==> config.mk <==
export PLATFORM = sky130hd
export DESIGN_NAME = modular_exponentiation_core_flat
export DESIGN_NICKNAME = d
export VERILOG_FILES = /design/src/hw/rtl/mme_pkg.sv /design/src/hw/rtl/mme_if.sv /design/src/hw/rtl/mme_modmul.sv /design/src/hw/rtl/modular_exponentiation_core.sv /design/src/flat_wrapper.sv
export VERILOG_INCLUDE_DIRS = /design/src /design/src/hw/rtl
export SDC_FILE = /design/constraint.sdc
export NUM_CORES = 1
export LEC_CHECK = 0
export BUFFER_PORTS_ARGS = -buffer_cell sky130_fd_sc_hd__buf_2
export CORE_ASPECT_RATIO = 1.2
export CORE_MARGIN = 1.5
export CORE_UTILIZATION = 40
export DETAILED_ROUTE_END_ITERATION = 16
export SYNTH_ARGS = -nofsm -noshare
export SYNTH_HDL_FRONTEND = slang
export SYNTH_SLANG_ARGS = --single-unit
==> constraint.sdc <==
create_clock -name clk -period 8 [get_ports clk]
set_clock_uncertainty 0.2 [all_clocks]
set_input_delay 1.6 -clock clk [delete_from_list [all_inputs] [get_ports clk]]
set_output_delay 1.6 -clock clk [all_outputs]
set_load 0.05 [all_outputs]
==> src/hw/rtl/modular_exponentiation_core_macros.svh <==
// Assertion macros for the modular exponentiation RTL
`ifndef MODULAR_EXPONENTIATION_CORE_MACROS_SVH
`define MODULAR_EXPONENTIATION_CORE_MACROS_SVH

// antecedent holds -> consequent in the same cycle
`define MME_ASSERT_NOW(label, ante, cons, msg) \
	label: assert property (@(posedge clk) disable iff (!arst_n) (ante) |-> (cons)) \
		else $error(msg);

// antecedent holds -> consequent in the next cycle
`define MME_ASSERT_NEXT(label, ante, cons, msg) \
	label: assert property (@(posedge clk) disable iff (!arst_n) (ante) |=> (cons)) \
		else $error(msg);

`endif

==> src/hw/rtl/mme_pkg.sv <==
// Package for the modular exponentiation core: widths, state type, control structs
`timescale 1ns / 1ps

package mme_pkg;

	localparam int DATA_W            = 64;
	localparam int OPERAND_WIDTH_DEF = 64;

	typedef enum logic [2:0] {
		ST_IDLE,
		ST_RED,
		ST_MUL,
		ST_SQR,
		ST_DONE
	} mme_state_t;

	typedef struct packed {
		logic start;
	} mme_mul_ctrl_t;

	typedef struct packed {
		logic busy;
		logic done;
	} mme_mul_stat_t;

endpackage

==> src/hw/rtl/mme_if.sv <==
// Valid/ready channel interfaces for the modular exponentiation core
`timescale 1ns / 1ps

interface mme_req_if
	import mme_pkg::*;
();
	logic              valid;
	logic              ready;
	logic [DATA_W-1:0] base;
	logic [DATA_W-1:0] exponent;
	logic [DATA_W-1:0] modulus;

	modport source (output valid, base, exponent, modulus, input ready);
	modport sink   (input valid, base, exponent, modulus, output ready);
endinterface

interface mme_rsp_if
	import mme_pkg::*;
();
	logic              valid;
	logic              ready;
	logic [DATA_W-1:0] power_residue;
	logic              zero_modulus_error;

	modport source (output valid, power_residue, zero_modulus_error, input ready);
	modport sink   (input valid, power_residue, zero_modulus_error, output ready);
endinterface

==> src/hw/rtl/mme_modmul.sv <==
// Bit-serial modular multiplier: double-and-add, one multiplier bit per cycle
`timescale 1ns / 1ps

module mme_modmul
	import mme_pkg::*;
#(
	parameter int W = OPERAND_WIDTH_DEF
) (
	input  logic          clk,
	input  logic          arst_n,
	input  mme_mul_ctrl_t ctrl,
	output mme_mul_stat_t stat,
	input  logic [W-1:0]  x,
	input  logic [W-1:0]  y,
	input  logic [W-1:0]  n,
	output logic [W-1:0]  prod
);

	localparam int CW = $clog2(W);
	localparam int SW = W + 3;
	localparam logic [CW-1:0] CNT_LAST = CW'(W - 1);

	logic [W-1:0]  acc_q, x_q, y_q, n_q;
	logic [CW-1:0] cnt_q;
	logic          busy_q, done_q;
	logic [SW-1:0] s0, s1, s2;
	logic [W-1:0]  acc_d;

	// (2*acc + bit*x) mod n, with 2*acc + x < 3n
	always_comb begin
		s0 = {2'b00, acc_q, 1'b0} + {3'b000, (y_q[W-1] ? x_q : '0)};
		s1 = s0 - {3'b000, n_q};
		s2 = s0 - {2'b00, n_q, 1'b0};
		if (!s2[SW-1]) begin
			acc_d = s2[W-1:0];
		end else if (!s1[SW-1]) begin
			acc_d = s1[W-1:0];
		end else begin
			acc_d = s0[W-1:0];
		end
	end

	always_ff @(posedge clk or negedge arst_n) begin
		if (!arst_n) begin
			busy_q <= 1'b0;
			done_q <= 1'b0;
			cnt_q  <= '0;
		end else begin
			done_q <= 1'b0;
			if (ctrl.start) begin
				busy_q <= 1'b1;
				cnt_q  <= CNT_LAST;
			end else if (busy_q) begin
				cnt_q <= cnt_q - 1'b1;
				if (cnt_q == '0) begin
					busy_q <= 1'b0;
					done_q <= 1'b1;
				end
			end
		end
	end

	always_ff @(posedge clk) begin
		if (ctrl.start) begin
			acc_q <= '0;
			x_q   <= x;
			y_q   <= y;
			n_q   <= n;
		end else if (busy_q) begin
			acc_q <= acc_d;
			y_q   <= {y_q[W-2:0], 1'b0};
		end
	end

	assign stat.busy = busy_q;
	assign stat.done = done_q;
	assign prod      = acc_q;

endmodule

==> src/hw/rtl/modular_exponentiation_core.sv <==
// Zero modulus, modulus of one or zero exponent go from accept straight to ST_DONE, which loads the
// result register once it is free. Otherwise one base reduction plus a multiply per set exponent
// bit and a square per bit below the top set bit, each product formed in the shared bit-serial
// unit. One word in flight; next accepted once idle.
// Reset (arst_n low, asynchronous) clears the sequencer and output valid; no clearing pass.
`timescale 1ns / 1ps

module modular_exponentiation_core
	import mme_pkg::*;
#(
	parameter int OPERAND_WIDTH = OPERAND_WIDTH_DEF
) (
	input  logic      clk,
	input  logic      arst_n,
	mme_req_if.sink   req,
	mme_rsp_if.source rsp
);

	`include "modular_exponentiation_core_macros.svh"

	localparam int W = OPERAND_WIDTH;

	mme_state_t    state_q, state_d;
	mme_mul_ctrl_t mm_ctrl;
	mme_mul_stat_t mm_stat;
	logic          go_q, go_d;
	logic          accept, out_load;
	logic [W-1:0]  base_q, exp_q, mod_q, sq_q, res_q, pres_q;
	logic [W-1:0]  in_base, in_exp, in_mod;
	logic [W-1:0]  mm_x, mm_y, mm_prod;
	logic          err_q, perr_q, ovalid_q;

	assign in_base = req.base[W-1:0];
	assign in_exp  = req.exponent[W-1:0];
	assign in_mod  = req.modulus[W-1:0];

	assign req.ready = (state_q == ST_IDLE);
	assign accept    = req.valid && req.ready;
	assign out_load  = (state_q == ST_DONE) && (!ovalid_q || rsp.ready);

	always_comb begin
		state_d = state_q;
		case (state_q)
			ST_IDLE: begin
				if (accept) begin
					if (in_mod == '0 || in_mod == W'(1) || in_exp == '0) begin
						state_d = ST_DONE;
					end else begin
						state_d = ST_RED;
					end
				end
			end
			ST_RED: begin
				if (mm_stat.done) begin
					state_d = exp_q[0] ? ST_MUL : ST_SQR;
				end
			end
			ST_MUL: begin
				if (mm_stat.done) begin
					state_d = (exp_q[W-1:1] == '0) ? ST_DONE : ST_SQR;
				end
			end
			ST_SQR: begin
				if (mm_stat.done) begin
					state_d = exp_q[1] ? ST_MUL : ST_SQR;
				end
			end
			ST_DONE: begin
				if (out_load) begin
					state_d = ST_IDLE;
				end
			end
			default: state_d = ST_IDLE;
		endcase
		go_d = (state_d == ST_RED || state_d == ST_MUL || state_d == ST_SQR)
			&& (state_q == ST_IDLE || mm_stat.done);
	end

	always_ff @(posedge clk or negedge arst_n) begin
		if (!arst_n) begin
			state_q  <= ST_IDLE;
			go_q     <= 1'b0;
			ovalid_q <= 1'b0;
		end else begin
			state_q <= state_d;
			go_q    <= go_d;
			if (out_load) begin
				ovalid_q <= 1'b1;
			end else if (rsp.ready) begin
				ovalid_q <= 1'b0;
			end
		end
	end

	always_ff @(posedge clk) begin
		case (state_q)
			ST_IDLE: begin
				if (accept) begin
					base_q <= in_base;
					exp_q  <= in_exp;
					mod_q  <= in_mod;
					err_q  <= (in_mod == '0);
					res_q  <= (in_mod == '0 || in_mod == W'(1)) ? '0 : W'(1);
				end
			end
			ST_RED: begin
				if (mm_stat.done) begin
					sq_q <= mm_prod;
				end
			end
			ST_MUL: begin
				if (mm_stat.done) begin
					res_q <= mm_prod;
				end
			end
			ST_SQR: begin
				if (mm_stat.done) begin
					sq_q  <= mm_prod;
					exp_q <= {1'b0, exp_q[W-1:1]};
				end
			end
			default: ;
		endcase
		if (out_load) begin
			pres_q <= res_q;
			perr_q <= err_q;
		end
	end

	// base mod n is formed as 1 * base through the same unit
	always_comb begin
		case (state_q)
			ST_RED: begin
				mm_x = W'(1);
				mm_y = base_q;
			end
			ST_MUL: begin
				mm_x = sq_q;
				mm_y = res_q;
			end
			default: begin
				mm_x = sq_q;
				mm_y = sq_q;
			end
		endcase
	end

	assign mm_ctrl.start = go_q;

	mme_modmul #(
		.W(W)
	) u_modmul (
		.clk   (clk),
		.arst_n(arst_n),
		.ctrl  (mm_ctrl),
		.stat  (mm_stat),
		.x     (mm_x),
		.y     (mm_y),
		.n     (mod_q),
		.prod  (mm_prod)
	);

	assign rsp.valid              = ovalid_q;
	assign rsp.power_residue      = DATA_W'(pres_q);
	assign rsp.zero_modulus_error = perr_q;

	`MME_ASSERT_NOW(a_err_zero, rsp.valid && rsp.zero_modulus_error, rsp.power_residue == '0, "error word with nonzero residue")
	`MME_ASSERT_NOW(a_start_idle_unit, mm_ctrl.start, !mm_stat.busy, "multiplier restarted while busy")
	`MME_ASSERT_NOW(a_done_in_op, mm_stat.done, state_q == ST_RED || state_q == ST_MUL || state_q == ST_SQR, "product outside an operation state")
	`MME_ASSERT_NEXT(a_accept_leaves_idle, accept, state_q != ST_IDLE, "accepted word left sequencer idle")

endmodule

==> src/flat_wrapper.sv <==
// flat-port wrapper written by rule: the top's interface ports become plain ports
module modular_exponentiation_core_flat import mme_pkg::*;
#(
	parameter int OPERAND_WIDTH = OPERAND_WIDTH_DEF
)
  (clk, arst_n, req_valid, req_base, req_exponent, req_modulus, req_ready, rsp_valid, rsp_power_residue, rsp_zero_modulus_error, rsp_ready);
  mme_req_if req_i ();
  mme_rsp_if rsp_i ();
  input  logic clk;
  input  logic arst_n;
  input wire logic [$bits(req_i.valid)-1:0] req_valid;
  input wire logic [$bits(req_i.base)-1:0] req_base;
  input wire logic [$bits(req_i.exponent)-1:0] req_exponent;
  input wire logic [$bits(req_i.modulus)-1:0] req_modulus;
  output wire logic [$bits(req_i.ready)-1:0] req_ready;
  output wire logic [$bits(rsp_i.valid)-1:0] rsp_valid;
  output wire logic [$bits(rsp_i.power_residue)-1:0] rsp_power_residue;
  output wire logic [$bits(rsp_i.zero_modulus_error)-1:0] rsp_zero_modulus_error;
  input wire logic [$bits(rsp_i.ready)-1:0] rsp_ready;
  assign req_i.valid = req_valid;
  assign req_i.base = req_base;
  assign req_i.exponent = req_exponent;
  assign req_i.modulus = req_modulus;
  assign req_ready = req_i.ready;
  assign rsp_valid = rsp_i.valid;
  assign rsp_power_residue = rsp_i.power_residue;
  assign rsp_zero_modulus_error = rsp_i.zero_modulus_error;
  assign rsp_i.ready = rsp_ready;
  modular_exponentiation_core #(.OPERAND_WIDTH(OPERAND_WIDTH)) u_core (.clk(clk), .arst_n(arst_n), .req(req_i), .rsp(rsp_i));
endmodule
## Word-level counts from Yosys, hierarchy flattened

Cells that the tools add are included.

| word-level totals | value |
|---|---|
| register bits after elaboration | 655 |
| word-level logic and storage cells | 90 |
| output and inout bits | 67 |

| operators by class | value |
|---|---|
| reductions and logical operators | 24 |
| add/sub/neg operators | 4 |
| muxes and demuxes | 33 |
| equality and inequality tests | 11 |

Operator list:

| cell | number |
|---|---|
| 64-bit two-way mux | 9 |
| 64-bit one-hot mux with 2 select lines | 3 |
| 64-bit zero test | 2 |
| 66-bit by 64-bit subtractor with 67-bit output | 1 |
| 66-bit by 65-bit subtractor with 67-bit output | 1 |
| 65-bit by 64-bit adder with 66-bit output | 1 |
| 64-bit by 1-bit equality test with 1-bit output, second input constant | 1 |
| 63-bit zero test | 1 |
| 3-bit two-way mux | 7 |
| 3-bit one-hot mux with 5 select lines | 1 |
| 3-bit by 2-bit equality test with 1-bit output, second input constant | 4 |
| 6-bit two-way mux | 2 |
| 1-bit two-way mux | 11 |
| 2-bit nonzero test | 4 |
| 3-bit by 1-bit equality test with 1-bit output, second input constant | 2 |
| 6-bit zero test | 1 |
| 1-bit logical OR | 6 |
| 2-bit != test, second input constant | 3 |
| 3-bit AND reduction | 2 |
| 6-bit by 1-bit subtractor with 6-bit output, second input constant | 1 |
| 2-bit AND reduction | 2 |
| 3-bit equality test, second input constant | 1 |
| 1-bit logical AND | 3 |
| 3-bit zero test | 1 |
| 2 further kinds | 2 |

## Logic depth before layout (Yosys ltp)

| logic depth | value |
|---|---|
| depth in word-level cells | 10 |
| gate-level depth with buffers | 30 |

## Cells and area by module

From an unflattened synthesis, not the netlist that was laid out.

| second synthesis, totals | value |
|---|---|
| cell total of the unflattened synthesis | 3443 |
| area total of the unflattened synthesis | 37174.4 sq um |

By module, submodules not included:

| module | area an instance (sq um) | instances | sequential area each (sq um) | cells an instance |
|---|---|---|---|---|
| mme_modmul | 22074.9 | 1 | 7247.0 | 2519 |
| modular_exponentiation_core | 15099.5 | 1 | 11716.2 | 924 |

## Least setup slack after synthesis

Ideal clock, no wire load.

| path | value |
|---|---|
| path type | register to register |
| from | reg u_core.u_modmul.y_q[63] |
| to | reg u_core.u_modmul.acc_q[11] (netlist: u_core.u_modmul.prod[11]) |
| required time | 7.659 ns |
| path slack | 2.197 ns |
| period minus slack after synthesis | 5.803 ns |
| data arrival time | 5.462 ns |
| stages on the path, launching flop included | 27 |
| cells stage by stage | edfxtp_1 -> clkbuf_1 -> clkbuf_1 -> nand2_1 -> inv_1 -> ha_1 -> a211oi_1 -> o21ai_1 -> a211oi_1 -> a211oi_1 -> a211oi_1 -> a21oi_2 -> a31oi_1 -> o21ai_0 -> xor2_1 -> ha_1 -> nand4_1 -> or3_1 -> nor3_1 -> inv_1 -> a211o_1 -> a21o_1 -> o31a_1 -> buf_2 -> or2_2 -> o31ai_1 -> a211oi_1 |

| on the way | value |
|---|---|
| longest elaborated chain between the ends | 5 |
| elaborated cells on any way between the ends | 6 |
| those cells by class | add/sub (3); mux (3) |

Ends and longest elaborated chain:

| element | RTL line | source |
|---|---|---|
| start: declaration | mme_modmul.sv:23 | `logic [W-1:0] acc_q, x_q, y_q, n_q;` |
| start signal: assignment | mme_modmul.sv:67 | `y_q <= y;` |
| start signal: assignment | mme_modmul.sv:71 | `y_q <= {y_q[W-2:0], 1'b0};` |
| 64-bit two-way mux * | mme_modmul.sv:31 | `s0 = {2'b00, acc_q, 1'b0} + {3'b000, (y_q[W-1] ? x_q : '0)};` |
| 65-bit by 64-bit adder with 66-bit output * | mme_modmul.sv:31 |  |
| 66-bit by 64-bit subtractor with 67-bit output | mme_modmul.sv:32 | `s1 = s0 - {3'b000, n_q};` |
| 64-bit two-way mux | mme_modmul.sv:36 | `end else if (!s1[SW-1]) begin` |
| 64-bit two-way mux * | mme_modmul.sv:34 | `if (!s2[SW-1]) begin` |
| end signal: assignment | mme_modmul.sv:65 | `acc_q <= '0;` |
| end signal: assignment | mme_modmul.sv:70 | `acc_q <= acc_d;` |
| end: declaration | mme_modmul.sv:23 |  |

Every way passes the cells marked *; elsewhere a longest branch is shown, timed or not.
A chain may end at the register's enable or synchronous reset.

## Worst setup path in the final report

| path | value |
|---|---|
| from | reg u_core.u_modmul.y_q[63] |
| to | reg u_core.u_modmul.acc_q[19] (netlist: u_core.u_modmul.prod[19]) |

Same word-level chain as after synthesis.

==> metrics.log <==
INFO  metric status = completed
INFO  metric mappedNetlistNets = 3,793
INFO  metric avgRoutedWirePerCell = 22.6 um
INFO  metric critPathLaunch = u_core.u_modmul.y_q[63]
INFO  metric yosysMostFrequentCell = edfxtp_1
INFO  metric min_path_type = reg2reg
INFO  metric detailed_place_hpwl = 82,800 um
INFO  metric max_cap_viol_count = 0
INFO  metric drt_drc_violations_left = 0
INFO  metric worst-endpoint-required = 8350 ps
INFO  metric drtIter0Drc = 2,045
INFO  metric timing.fmax = 132 MHz
INFO  metric post_synth_xor_area_fraction = 4.23%
INFO  metric post_cts.resized_instances = 0
INFO  metric cts.sinks = 655
INFO  metric worst_flop_to_flop_path_startpoint = u_core.u_modmul.y_q[63]
INFO  metric finalHoldViolations = 0
INFO  metric synth.top_cells.by_area = edfxtp_1 (47%), ha_1 (6.6%), dfxtp_1 (3.5%)
INFO  metric synth-seq-area-share = 51.7%
INFO  metric proportion_of_layout_cells_with_a_drive_suffix_above_1 = 14.5%
INFO  metric holdBufCountCts = 0
INFO  metric synth_top_area_share = 47.4%
INFO  metric setup_repair_after_global_routing_missed_its_margin = no
INFO  metric cts.root.buffer_cell = clkbuf_16
INFO  metric worstPathArrival = 7920 ps
INFO  metric setup_viol_count_final = 0
INFO  metric io_pins = 263
INFO  metric antenna_violating_nets_post_route = 0
INFO  metric fin_nets = 4,008
INFO  metric non_filler_cells_final = 4,844
INFO  metric placement.io_buffers = 262
INFO  metric vias = 27,900
INFO  metric synth_area_leader_cell = edfxtp_1
INFO  metric numPlacedInstances = 4,708
INFO  metric worst-r2r-cell-count = 25
INFO  metric numCtsBuffers = 73
INFO  metric grt.met1_usage = 33.3%
INFO  metric clockBufferDepth = 3
INFO  metric tightestPinTransition = 1040 ps
INFO  metric ys_ff_latch = 655
INFO  metric synth-adder-area-share = 6.75%
INFO  metric path_max_fanout = 21
INFO  metric worstSetupEndpoint = u_core.u_modmul.prod[19]
INFO  metric fill_cells = 8,477
INFO  metric reg2reg_end = u_core.u_modmul.prod[19]
INFO  metric clkSlewWorstSetupHoldPaths = 60 ps
INFO  metric htree_levels = 3
INFO  metric start_util = 40.4%
INFO  metric syn_to_layout_area_delta = 13.4%
INFO  metric post_synth.cell_area_avg = 10.8 um2
INFO  metric avgViaCountPerCell = 5.76
INFO  metric clock_latency = 640 ps
INFO  metric criticalPathCategory = reg2reg
INFO  metric ys_top_cells_by_count = edfxtp_1 (578), nand2_1 (258), a21oi_1 (249)
INFO  metric fp-row-count = 121
INFO  metric count_of_yosys_warnings_during_synthesis = 0
INFO  metric gr-usage-met3 = 3.37%
INFO  metric timing.final.crit_share = 94.6%
INFO  metric global_placement_routability_congestion = 0.968
INFO  metric grtUsageTotal = 23.0%
INFO  metric critical_path.endpoint_type = flip-flop
INFO  metric count_of_flip_flops_with_a_built_in_enable_after_synthesis = 578
INFO  metric die-width = 279 um
INFO  metric synth-main-ff-cell = edfxtp_1
INFO  metric detail_route.wirelength = 109,000 um
INFO  metric grt_util_met2 = 35.8%
INFO  metric grt_overflow_total = 0
INFO  metric timing_max_transition_violations_final = 0
INFO  metric die_area = 93,500 um2
INFO  metric synthSimpleGateAreaFrac = 13.9%
INFO  metric synthArstFlopShare = 1.98%
INFO  metric syn-cell-area = 36,700 um2
INFO  metric maximum_number_of_pins_on_one_net_before_global_route_repair = 78
INFO  metric final_period_minus_worst_setup_slack = 7570 ps
INFO  metric grt_first_pass_wirelength = 166,000 um
INFO  metric grt_antenna_before_repair = 9
INFO  metric grt_pass1_vias = 27,100
INFO  metric floorplan.die.height = 335 um
INFO  metric grt_most_used_layer = met2
INFO  metric worst_slew_margin_rel = 30.5%
INFO  metric tritoncts = done
INFO  metric totalNegativeSetupSlack = 0 ps
INFO  metric post-route-util = 45.8%
INFO  metric synth_top_family_by_area = compound AO/OA/AOI/OAI gates
INFO  metric synth-compound-area-share = 17.0%
INFO  metric synthCells = 3,401
INFO  metric reg2reg_setup_slack = 430 ps
INFO  metric drt-pass1-iter-count = 5
INFO  metric fp.coreArea = 90,700 um2
INFO  metric yosysUniqueCellTypes = 96
INFO  metric post_synth_mux_area_share = 3.11%
INFO  metric launch_point_of_the_worst_hold_path = u_core.mod_q[52]
INFO  metric worst_setup_path_start_kind = flip-flop
[metal layers]
metal	up-vias	share of wire (%)
met5	-	0.076
met2	999	45
met3	152	6.5
met1	13500	46
met4	16	2.3
li1	13300	-
[cells by family (layout without fill, tap and decap cells)]
family / count (synthesis) / after routing
DFF: 655 / 655
AOI/OAI and AO/OA: 953 / 953
and+or+nand+nor: 1012 / 1012
xor gates and xnor gates: 177 / 177
buffers and inverters: 302 / 576
other: 0 / 1
muxes: 106 / 106
adders and majority gates: 196 / 196
[per-stage QoR]
step           instance area, um2  hold WS, ps  worst slack (ps)
2_1_floorplan               36700          200              2200
3_3_place_gp                39100          201               520
3_5_place_dp                39100          205               341
4_1_cts                     41600          210               323
5_1_grt                     41600          221              60.4
6_report                    41600          211               434
[area by class of cell]
cell class / count / area, um2 / area share, %
Clock inverter: 39 / 459 / 1.10
Sequential cell: 655 / 19000 / 45.6
Timing Repair Buffer: 309 / 1680 / 4.03
Clock buffer: 95 / 2000 / 4.82
Inverter: 133 / 504 / 1.21
Tap cell: 1168 / 1460 / 3.52
Antenna cell: 1 / 2.50 / 0.00602
Multi-Input combinational cell: 2444 / 16500 / 39.7
[registers in the layout, indices dropped and copies added (netlist names), 3 cells and up]
register                  count
u_core.u_modmul.n_q          64
u_core.sq_q                  64
u_core.exp_q                 64
u_core.base_q                64
u_core.state_q                3
u_core.u_modmul.prod         64
u_core.u_modmul.cnt_q         6
u_core.u_modmul.x_q          64
u_core.u_modmul.y_q          64
u_core.rsp.power_residue     64
u_core.mod_q                 64
u_core.res_q                 64
[worst min path at each step]
stage	endpoint	slack (ps)	depth (start not counted)
2_1_floorplan	u_core.rsp.zero_modulus_error	200	0
3_3_place_gp	u_core.u_modmul.n_q[37]	200	0
3_5_place_dp	u_core.u_modmul.n_q[11]	200	0
4_1_cts	u_core.u_modmul.n_q[52]	210	0
5_1_grt	u_core.u_modmul.n_q[40]	220	0
6_report	u_core.u_modmul.n_q[52]	210	0
[critical path: stages, from the launching register on]
cell	delay, ps
edfxtp_1	720
and2_1	220
ha_1	180
inv_1	60
fa_1	400
nand2b_1	180
a21oi_1	260
o211ai_1	190
nand4_1	190
nand2_1	210
o21a_1	250
o31ai_1	420
a21oi_1	160
xnor2_1	520
ha_1	450
a21o_1	230
a21o_1	180
a21oi_1	290
a21o_1	160
a21oi_1	60
a211oi_1	310
a21o_1	290
o31a_1	390
nand2_1	390
buf_4	350
o21ai_0	190
[what timing repair did]
action | 4_1_cts | 5_1_grt
endpoints found under the setup margin | 0 | 34
endpoints found under the hold margin | 0 | 0
buffers inserted | 0 | 1
[cell usage in the layout, fill, tap and decap left out, types with 21 or more instances in the layout]
cell type and n:
nand2b_1 25, a22oi_1 99, mux2i_1 42, nand4_1 61, nor2b_1 81, o21ai_0 157, a21o_1 97, o21bai_1 34
mux2_2 64, buf_4 46, buf_2 262, a31oi_1 89, and2_1 75, o211ai_1 21, inv_1 131, nand3_1 66
nor2_1 210, o21a_1 29, edfxtp_1 578, xnor2_1 111, ha_1 193, clkbuf_16 75, nor4_1 59, dfxtp_1 64
nor3_1 43, nand2_1 255, a211oi_1 28, and3_1 77, xor2_1 66, a21oi_1 249
Power is not shown: default switching activity piles up to over one toggle a cycle in this logic, so the estimate is an artifact.
